--- src/hdl/pcpm_pkg.sv ---
`default_nettype none
// ----------------------------------------------------------------------------
// pcpm_pkg
// Types and codes shared by the PWM capture period and pulse measurement block.
// ----------------------------------------------------------------------------
package pcpm_pkg;

  localparam logic [2:0] OP_CAP_A  = 3'd0;
  localparam logic [2:0] OP_CAP_B  = 3'd1;
  localparam logic [2:0] OP_OVF    = 3'd2;
  localparam logic [2:0] OP_CANCEL = 3'd3;
  localparam logic [2:0] OP_ARM    = 3'd4;
  localparam logic [2:0] OP_DISARM = 3'd5;

  localparam logic [2:0] ST_NONE    = 3'd0;
  localparam logic [2:0] ST_MEASURE = 3'd1;
  localparam logic [2:0] ST_CANCEL  = 3'd2;
  localparam logic [2:0] ST_BUSY    = 3'd3;
  localparam logic [2:0] ST_ACCEPT  = 3'd4;

  localparam logic [1:0] MODE_PERIOD = 2'd0;
  localparam logic [1:0] MODE_PULSE  = 2'd1;
  localparam logic [1:0] MODE_BOTH   = 2'd2;

  localparam logic [2:0] REG_CAPTURE_MODE  = 3'd0;
  localparam logic [2:0] REG_CONTINUOUS    = 3'd1;
  localparam logic [2:0] REG_SHORT_COUNTER = 3'd2;
  localparam logic [2:0] REG_TIMER_PERIOD  = 3'd3;
  localparam logic [2:0] REG_CANCEL_PIN    = 3'd4;

  typedef struct packed {
    logic [2:0]  op;
    logic [31:0] capture_value;
  } in_beat_t;

  typedef struct packed {
    logic [2:0]  status;
    logic        pin;
    logic [63:0] period_value;
    logic [63:0] pulse_value;
    logic        auto_stopped;
  } out_beat_t;

  typedef struct packed {
    logic [1:0]  capture_mode;
    logic        continuous;
    logic        short_counter;
    logic [31:0] timer_period;
    logic        cancel_pin;
  } cfg_t;

endpackage
`default_nettype wire

--- src/hdl/pcpm_cfg.sv ---
`default_nettype none
// ----------------------------------------------------------------------------
// pcpm_cfg
// Configuration register file, written by index.
// ----------------------------------------------------------------------------
module pcpm_cfg
  import pcpm_pkg::*;
(
  input  wire logic        clk,
  input  wire logic        rst_n,
  input  wire logic        cfg_we,
  input  wire logic [2:0]  cfg_index,
  input  wire logic [31:0] cfg_data,
  output cfg_t             cfg
);

  cfg_t cfg_r;
  cfg_t cfg_nxt;

  always_comb begin
    cfg_nxt = cfg_r;
    if (cfg_we) begin
      unique case (cfg_index)
        REG_CAPTURE_MODE:  cfg_nxt.capture_mode  = cfg_data[1:0];
        REG_CONTINUOUS:    cfg_nxt.continuous    = cfg_data[0];
        REG_SHORT_COUNTER: cfg_nxt.short_counter = cfg_data[0];
        REG_TIMER_PERIOD:  cfg_nxt.timer_period  = cfg_data;
        REG_CANCEL_PIN:    cfg_nxt.cancel_pin    = cfg_data[0];
        default:           cfg_nxt = cfg_r;
      endcase
    end
  end

  always_ff @(posedge clk) begin
    if (!rst_n) begin
      cfg_r <= '0;
    end else begin
      cfg_r <= cfg_nxt;
    end
  end

  assign cfg = cfg_r;

endmodule
`default_nettype wire

--- src/hdl/pcpm_core.sv ---
`default_nettype none
// ----------------------------------------------------------------------------
// pcpm_core
// Measurement state and per-beat evaluation: overflow extension, mode
// sequencing and arm control.
// ----------------------------------------------------------------------------
module pcpm_core
  import pcpm_pkg::*;
(
  input  wire logic     clk,
  input  wire logic     rst_n,
  input  wire logic     step,
  input  wire in_beat_t item,
  input  wire cfg_t     cfg,
  output out_beat_t     result
);

  logic        armed_r, armed_nxt;
  logic [31:0] ovf_cnt_r, ovf_cnt_nxt;
  logic        pulse_seen_r, pulse_seen_nxt;
  logic [63:0] held_pulse_r, held_pulse_nxt;

  logic [63:0] scaled;
  logic [63:0] value;

  always_comb begin
    if (cfg.timer_period != '0) begin
      scaled = 64'(ovf_cnt_r) * 64'(cfg.timer_period);
    end else if (cfg.short_counter) begin
      scaled = {16'd0, ovf_cnt_r, 16'd0};
    end else begin
      scaled = {ovf_cnt_r, 32'd0};
    end
    value = scaled + 64'(item.capture_value);
  end

  always_comb begin
    result         = '0;
    armed_nxt      = armed_r;
    ovf_cnt_nxt    = ovf_cnt_r;
    pulse_seen_nxt = pulse_seen_r;
    held_pulse_nxt = held_pulse_r;
    unique case (item.op)
      OP_ARM: begin
        if (armed_r) begin
          result.status = ST_BUSY;
        end else begin
          armed_nxt      = 1'b1;
          pulse_seen_nxt = 1'b0;
          result.status  = ST_ACCEPT;
        end
      end
      OP_DISARM: begin
        armed_nxt     = 1'b0;
        result.status = ST_ACCEPT;
      end
      OP_OVF: begin
        if (armed_r) begin
          ovf_cnt_nxt = ovf_cnt_r + 32'd1;
        end
      end
      OP_CANCEL: begin
        if (armed_r) begin
          result.status = ST_CANCEL;
          result.pin    = cfg.cancel_pin;
        end
      end
      OP_CAP_A, OP_CAP_B: begin
        if (armed_r && item.capture_value != '0) begin
          if (cfg.capture_mode == MODE_BOTH && !pulse_seen_r) begin
            held_pulse_nxt = value;
            pulse_seen_nxt = 1'b1;
          end else begin
            if (cfg.capture_mode == MODE_BOTH) begin
              pulse_seen_nxt      = 1'b0;
              result.period_value = value;
              result.pulse_value  = held_pulse_r;
            end else if (cfg.capture_mode == MODE_PULSE) begin
              result.pulse_value = value;
            end else begin
              result.period_value = value;
            end
            ovf_cnt_nxt         = '0;
            result.status       = ST_MEASURE;
            result.pin          = (item.op == OP_CAP_B);
            result.auto_stopped = !cfg.continuous;
            if (!cfg.continuous) begin
              armed_nxt = 1'b0;
            end
          end
        end
      end
      default: result = '0;
    endcase
  end

  always_ff @(posedge clk) begin
    if (!rst_n) begin
      armed_r      <= 1'b0;
      ovf_cnt_r    <= '0;
      pulse_seen_r <= 1'b0;
      held_pulse_r <= '0;
    end else if (step) begin
      armed_r      <= armed_nxt;
      ovf_cnt_r    <= ovf_cnt_nxt;
      pulse_seen_r <= pulse_seen_nxt;
      held_pulse_r <= held_pulse_nxt;
    end
  end

endmodule
`default_nettype wire

--- src/hdl/pwm_capture_period_pulse_measure.sv ---
`default_nettype none
// ----------------------------------------------------------------------------
// pwm_capture_period_pulse_measure
// PWM input capture with overflow-extended period and pulse measurement.
// ----------------------------------------------------------------------------
// Usage:
//   Timer events arrive as beats on the in_ channel (valid/stall). Each beat
//   yields exactly one result beat on the out_ channel (valid/stall), in order.
//   Configuration registers are written through cfg_we/cfg_index/cfg_data
//   while the block is idle.
// Datapath and throughput:
//   A beat is held in an input register, evaluated against the measurement
//   state, and placed in the result register, which drives out_valid. One
//   beat per cycle is sustained while out_stall is low; the single 32x32
//   multiply-add between the two registers sets the cycle.
// Reset:
//   rst_n (synchronous) empties both registers, disarms, clears the overflow
//   count, the held pulse and all configuration registers.
// Stall:
//   While out_stall holds a result, the input register still takes one more
//   beat; in_stall rises only when both registers are full.
// ----------------------------------------------------------------------------
module pwm_capture_period_pulse_measure
  import pcpm_pkg::*;
(
  input  wire logic        clk,
  input  wire logic        rst_n,
  input  wire logic        in_valid,
  output logic             in_stall,
  input  wire in_beat_t    in_data,
  output logic             out_valid,
  input  wire logic        out_stall,
  output out_beat_t        out_data,
  input  wire logic        cfg_we,
  input  wire logic [2:0]  cfg_index,
  input  wire logic [31:0] cfg_data
);

  cfg_t      cfg;
  in_beat_t  item_r;
  logic      item_valid_r;
  out_beat_t result;
  out_beat_t out_r;
  logic      out_valid_r;
  logic      advance;
  logic      step;

  assign advance  = !out_valid_r || !out_stall;
  assign step     = item_valid_r && advance;
  assign in_stall = item_valid_r && !advance;

  pcpm_cfg u_cfg (
    .clk       (clk),
    .rst_n     (rst_n),
    .cfg_we    (cfg_we),
    .cfg_index (cfg_index),
    .cfg_data  (cfg_data),
    .cfg       (cfg)
  );

  pcpm_core u_core (
    .clk    (clk),
    .rst_n  (rst_n),
    .step   (step),
    .item   (item_r),
    .cfg    (cfg),
    .result (result)
  );

  always_ff @(posedge clk) begin
    if (!rst_n) begin
      item_valid_r <= 1'b0;
    end else if (!in_stall) begin
      item_valid_r <= in_valid;
    end
  end

  always_ff @(posedge clk) begin
    if (in_valid && !in_stall) begin
      item_r <= in_data;
    end
  end

  always_ff @(posedge clk) begin
    if (!rst_n) begin
      out_valid_r <= 1'b0;
    end else if (advance) begin
      out_valid_r <= item_valid_r;
    end
  end

  always_ff @(posedge clk) begin
    if (step) begin
      out_r <= result;
    end
  end

  assign out_valid = out_valid_r;
  assign out_data  = out_r;

  a_stall_needs_item: assert property (@(posedge clk) disable iff (!rst_n)
    in_stall |-> item_valid_r && out_valid_r)
    else $error("input stalled without a held beat");

  a_stop_only_on_measure: assert property (@(posedge clk) disable iff (!rst_n)
    out_valid_r && out_r.auto_stopped |-> out_r.status == ST_MEASURE)
    else $error("auto stop flagged on a non-measurement result");

  a_step_fills_output: assert property (@(posedge clk) disable iff (!rst_n)
    step |=> out_valid_r)
    else $error("evaluated beat did not reach the result register");

  a_reset_empties: assert property (@(posedge clk)
    !rst_n |=> !out_valid_r && !item_valid_r)
    else $error("registers not empty after reset");

endmodule
`default_nettype wire

--- config.mk ---
export PLATFORM = sky130hd
export DESIGN_NAME = pwm_capture_period_pulse_measure
export DESIGN_NICKNAME = d
export VERILOG_FILES = /design/src/hdl/pcpm_pkg.sv /design/src/hdl/pcpm_cfg.sv /design/src/hdl/pcpm_core.sv /design/src/hdl/pwm_capture_period_pulse_measure.sv
export SDC_FILE = /design/constraint.sdc
export NUM_CORES = 2
export LEC_CHECK = 0
export BUFFER_PORTS_ARGS = -buffer_cell sky130_fd_sc_hd__buf_2
export CORE_MARGIN = 2
export CORE_UTILIZATION = 65
export DETAILED_ROUTE_END_ITERATION = 8
export GPL_ROUTABILITY_DRIVEN = 0
export PLACE_DENSITY_LB_ADDON = 0.25
export RECOVER_POWER = 50
export SKIP_LAST_GASP = 1
export SLEW_MARGIN = 40
export SYNTH_ARGS = -nofsm -noshare
export SYNTH_HDL_FRONTEND = slang
export SYNTH_SLANG_ARGS = --single-unit
--- constraint.sdc ---
create_clock -name clk -period 27 [get_ports clk]
set_input_delay 4.05 -clock clk [delete_from_list [all_inputs] [get_ports clk]]
set_output_delay 4.05 -clock clk [all_outputs]
set_load 0.005 [all_outputs]
-- Word level (Yosys, flattened, before mapping)
Cells that the tools add are included.
- register bits: 305
- bits of input ports: 75
- word-level logic and storage cells: 94
- add/sub/neg operators: 2
- multipliers: 1
- equality and inequality tests: 17
- multiplexer cells: 24
- bitwise operators: 2
- reduce and logical (&&, ||, !) cells: 30
- operators by type and width (cell ; number):
    $mux 64 ; 4
    $mux 133 ; 1
    $mux 131 ; 1
    $mux 128 ; 1
    $mux 32 ; 3
    $add 64x32->64 ; 1
    $mul 32x32->64 ; 1
    $pmux 32 s2 ; 1
    $reduce_bool 32->1 ; 2
    $add 32x1->32 const B ; 1
    $reduce_and 5->1 ; 3
    $eq 3x2->1 const B ; 4
    $pmux 3 s4 ; 1
    $reduce_and 2->1 ; 5
    $eq 3x3->1 const B ; 3
    $mux 1 ; 7
    $eq 3x1->1 const B ; 2
    $logic_not 1->1 ; 6
    $logic_not 3->1 ; 2
    $mux 3 ; 2
    $ne 2x2->1 const B ; 3
    $logic_and 1x1->1 ; 5
    $ne 2x1->1 const B ; 2
    $pmux 1 s2 ; 2
    other kinds (11) ; 13

-- Logic depth before layout (Yosys ltp)
- depth after elaboration: 8
- depth in mapped cells: 41

-- By module
Synthesis repeated with hierarchy kept, for this count alone.
- cells, all modules: 5376
- area, all modules: 49080.8 um2
- modules (own cells, without submodules) (module ; times used ; cells an instance ; area an instance (um2)):
    pcpm_core ; 1 ; 5040 ; 42410.7
    pwm_capture_period_pulse_measure ; 1 ; 176 ; 5128.7
    pcpm_cfg ; 1 ; 160 ; 1541.5

-- Least setup slack after synthesis
No wires, ideal clock.
- kind: register -> register
- start point: register u_core.ovf_cnt_r[9]
- end point: register out_r (netlist bit out_data[59]), data pin
- library setup time: 0.261 ns
- arrival: 9.359 ns
- required time: 26.739 ns
- setup slack: 17.380 ns
- stages on the path, launching flop included: 37
- cells stage by stage: dfxtp_1 > clkbuf_1 > buf_1 > nand2_1 > fa_1 > inv_1 > fa_1 > fa_1 > inv_1 > fa_1 > inv_1 > fa_1 > inv_1 > fa_1 > inv_1 > fa_1 > fa_1 > ha_1 > buf_2 > a21oi_1 > o21ai_0 > a211oi_1 > nand2_1 > xnor2_1 > o21ai_0 > ha_1 > clkbuf_1 > nand4_1 > o31a_1 > o221ai_1 > a21oi_1 > o2bb2ai_1 > nor4b_2 > or4b_4 > or3_4 > xnor2_2 > o21ai_1
- word-level cells in the longest chain between the ends: 5
- elaborated cells between the ends (all ways): 6
- those cells by class: 1 x add/sub; 1 x mul; 4 x mux
- RTL lines (item ; line ; RTL):
    start, declared ; pcpm_core.sv:19 ; logic [31:0] ovf_cnt_r, ovf_cnt_nxt;
    start signal, assigned ; pcpm_core.sv:105 ; ovf_cnt_r <= ovf_cnt_nxt;
    $mul 32x32->64 / $mux 64 (equally long branches) ; pcpm_core.sv:28, pcpm_core.sv:29 ;
    $mux 64 (*) ; pcpm_core.sv:27 ; if (cfg.timer_period != '0) begin
    $add 64x32->64 (*) ; pcpm_core.sv:34 ; value = scaled + 64'(item.capture_value);
    $mux 64 (*) ; pcpm_core.sv:78 ; end else if (cfg.capture_mode == MODE_PULSE) begin
    $mux 128 (*) ; pcpm_core.sv:74 ; if (cfg.capture_mode == MODE_BOTH) begin
    end signal, assigned ; pwm_capture_period_pulse_measure.sv:94 ; out_r <= result;
    end, declared ; pwm_capture_period_pulse_measure.sv:43 ; out_beat_t out_r;
Every way passes the cells marked *; elsewhere a longest branch is shown, timed or not.
A chain may end at the register's enable or synchronous reset.

-- Final worst setup path
- start point: register u_cfg.cfg_r (netlist bit u_cfg.cfg[7])
- end point: register out_r (netlist bit out_data[61]), data pin
- word-level cells in the longest chain between the ends: 5
- elaborated cells between the ends (all ways): 6
- those cells by class: 1 x add/sub; 1 x mul; 3 x mux; 1 x reduce/logical
- RTL lines (item ; line ; RTL):
    start, declared ; pcpm_cfg.sv:17 ; cfg_t cfg_r;
    start signal, assigned ; pcpm_cfg.sv:38 ; cfg_r <= cfg_nxt;
    $mul 32x32->64 / $reduce_bool 32->1 (equally long branches) ; pcpm_core.sv:28, pcpm_core.sv:27 ;
    $mux 64 (*) ; pcpm_core.sv:27 ;
    $add 64x32->64 (*) ; pcpm_core.sv:34 ;
    $mux 64 (*) ; pcpm_core.sv:78 ;
    $mux 128 (*) ; pcpm_core.sv:74 ;
Marks and branches as above.

==> run metrics <==
status finished with violations; cell with the most instances after synthesis fa_1; CTS root buf clkbuf_16; H-tree depth 1; GRT Util Overall between 30% and 40%; Synth Instances roughly 5.4k; cell taking the most area after synthesis fa_1; die height around 280 µm; kind of critical path reg2reg; Pwr Density 20.9 nW/µm²; hold buffer count at CTS 0; Worst-Skew Late Latency ~0.60 ns; metal2 WL 65600 µm; FP Rows 100; synthesis warning total 0; post-CTS resize count 0; CP endpoint kind flip-flop; TritonRoute pass-1 iters 9; type of origin of the critical path flip-flop; total leakage power roughly 24 nW; grt ovf 0; Worst Hold Slack ~0.45 ns; main area contributors after synthesis fa_1 (37%), edfxtp_1 (10%), and2_1 (8.3%); Ports 210; final setup fails 0; post-route clock skew between 0.02 and 0.03 ns; Via Count 39.4k; Tmin final roughly 11 ns; Max Clk Rate roughly 90 MHz; Hold Vio Cnt, Final 0; register bit total from synthesis just over 300; Post-Route WL approximately 140000 µm; WL met3 roughly 18000 µm; crit share post-route between 40% and 50%; max_cap viols 7; top routing layer in use met5; Top cell by count, worst path fa_1; IO Port Bufs about 210; DRT antenna net count 0; prevailing post-synth register cell edfxtp_1; drc violations 4; slowest CP cell dfxtp_1; Vias/cell 6.16; worst slew pin tran between 4 and 5 ns; vias in the first global route a little over 40k; Mapped Area ~49000 µm²; CP delay by family, top adder cells; failing checks DRC, capacitance limit, slew limit; EDFF count, synth 168; clock sinks around 300; slew margin rel. -202%; WP data arrival 11.45 ns; Total Nets Final around 6.7k; unrepaired setup endpoints after global routing false; Layout area overhead 5.28%; Req. time, crit path around 27 ns; min-delay worst type reg2reg; Clk pin slew, worst setup/hold paths 0.07 ns; syn_nets 6688; register area share after synthesis about 16%; initial DRC count 4184; library cells used by synthesis 92; Die W roughly 280 µm; worst ir drop on vdd 0.0358 mV; Initial Utilization between 60 and 70%; routed length per placed instance ~23 µm; count of pins over their slew limit between 300 and 400; Buf/Inv on CP 3; Setup Fix Bufs, Post-CTS 0; Detailed Place HPWL 106000 µm; Die ar. 77600 µm²; Syn Area/Cell about 9 µm²; Max FO, Critical Path 18; fill count 5723; top cells by count, synth fa_1 (897), inv_1 (866), nand2_1 (723); CTS tree done; antenna violations before repair 5; share of the synthesized area in the top cell type between 30% and 40%; core footprint 74600 µm²; Clock Path Buffers 3; pin count of the biggest net entering global routing slightly above 80; Num CTS Buffers 30; share of cells above drive strength 1 under 10%; first-pass GRT wire length approximately 230000 µm; Async S/R FF share, synth 0%; wire length on met1 around 53000 µm; setup TNS 0 ns; Max stage delay on crit path approximately 0.81 ns
==> placed cells by master, fill, tap and decap left out, types with 28 or more instances in the layout <==
| master | count |
|---|---|
| xnor2_1 | 62 |
| nor2_1 | 253 |
| clkbuf_16 | 33 |
| o21ai_0 | 135 |
| nand4_1 | 47 |
| buf_4 | 74 |
| nand3_1 | 82 |
| a21o_1 | 38 |
| ha_1 | 296 |
| buf_2 | 138 |
| nor3_1 | 30 |
| a21oi_1 | 225 |
| edfxtp_1 | 168 |
| xor2_1 | 59 |
| nand2_1 | 722 |
| a22oi_1 | 32 |
| and2_1 | 646 |
| inv_1 | 865 |
| clkbuf_1 | 79 |
| dfxtp_1 | 125 |
| fa_1 | 897 |
| nor4_1 | 28 |
==> logic make-up (layout without fill, tap and decap cells) <==
family / count (synthesis) / after routing / share of synthesized area, %
mux: 23 / 23 / 0.477
flops: 305 / 305 / 15.9
buf+inv: 1214 / 1213 / 9.39
compound gates: 613 / 613 / 7.81
xor+xnor: 122 / 122 / 2.20
other cells: 0 / 1 / 0
simple gates: 1950 / 1950 / 20.0
fa+ha+maj: 1193 / 1193 / 44.2
==> power by group <==
group | leakage [nW] | total, mW | switching [mW] | internal (mW)
clock | 0.529 | 0.464 | 0.201 | 0.263
combinational | 20.7 | 0.101 | 0.0734 | 0.0276
sequential | 2.74 | 0.511 | 0.0106 | 0.501
total | 24.0 | 1.08 | 0.285 | 0.791
==> flip-flops by register name, summed over array words and instances (netlist names) <==
signal and flops:
out_data 133, u_core.armed_r 1, item_valid_r 1, item_r 35, u_core.ovf_cnt_r 32, out_valid 1, u_core.pulse_seen_r 1, u_cfg.cfg 37
u_core.held_pulse_r 64
==> worst reg2reg max path: cells and delay by family, from the launching register on <==
kind,cells,cell delay [ns]
xor+xnor,2,0.38
fa+ha+maj,10,4.78
buf+inv,3,0.49
compound gates,9,2.07
flops,1,0.81
simple gates,7,2.32
==> per-layer routing <==
layer	vias up	GRT usage, %
met5	-	0
met4	2	16.7
met3	513	9.11
met2	2499	60.6
met1	19500	50.2
li1	16800	-
==> area by class of cell <==
class | instances | area, µm² | share of cell area (%)
Clock inverter | 20 | 233 | 0.451
Sequential cell | 305 | 7820 | 15.2
Timing Repair Buffer | 290 | 1550 | 3.00
Multi-Input combinational cell | 3901 | 36700 | 71.1
Inverter | 867 | 3260 | 6.31
Tap cell | 969 | 1210 | 2.35
Antenna cell | 1 | 2.50 | 0.00485
Clock buffer | 36 | 837 | 1.62
==> metrics by stage <==
| step | util, % | setup WS (ns) | power (mW) | cells | instance area, µm² |
|---|---|---|---|---|---|
| finish | 69.2 | 15.86 | 1.08 | 6389 | 51600 |
| global route | 69.2 | 15.38 | 1.10 | 6388 | 51600 |
| CTS | 69.3 | 16.14 | 1.07 | 6388 | 51700 |
| detailed placement | 67.9 | 16.17 | 0.619 | 6332 | 50600 |
| global placement | 67.8 | 16.39 | 0.618 | 6331 | 50600 |
| floorplan | - | 17.38 | 0.580 | 5420 | 49000 |
==> path summary, 6_finish.rpt <==
path	from	to	slack (ns)	depth (start not counted)
min reg2reg	u_core.held_pulse_r[19]	u_core.held_pulse_r[19]	0.45	2
max reg2reg	u_cfg.cfg[7]	out_data[61]	15.86	31
max	u_cfg.cfg[7]	out_data[61]	15.86	31
min	u_core.held_pulse_r[19]	u_core.held_pulse_r[19]	0.45	2
No activity file was read; power rests on OpenSTA's default activity.
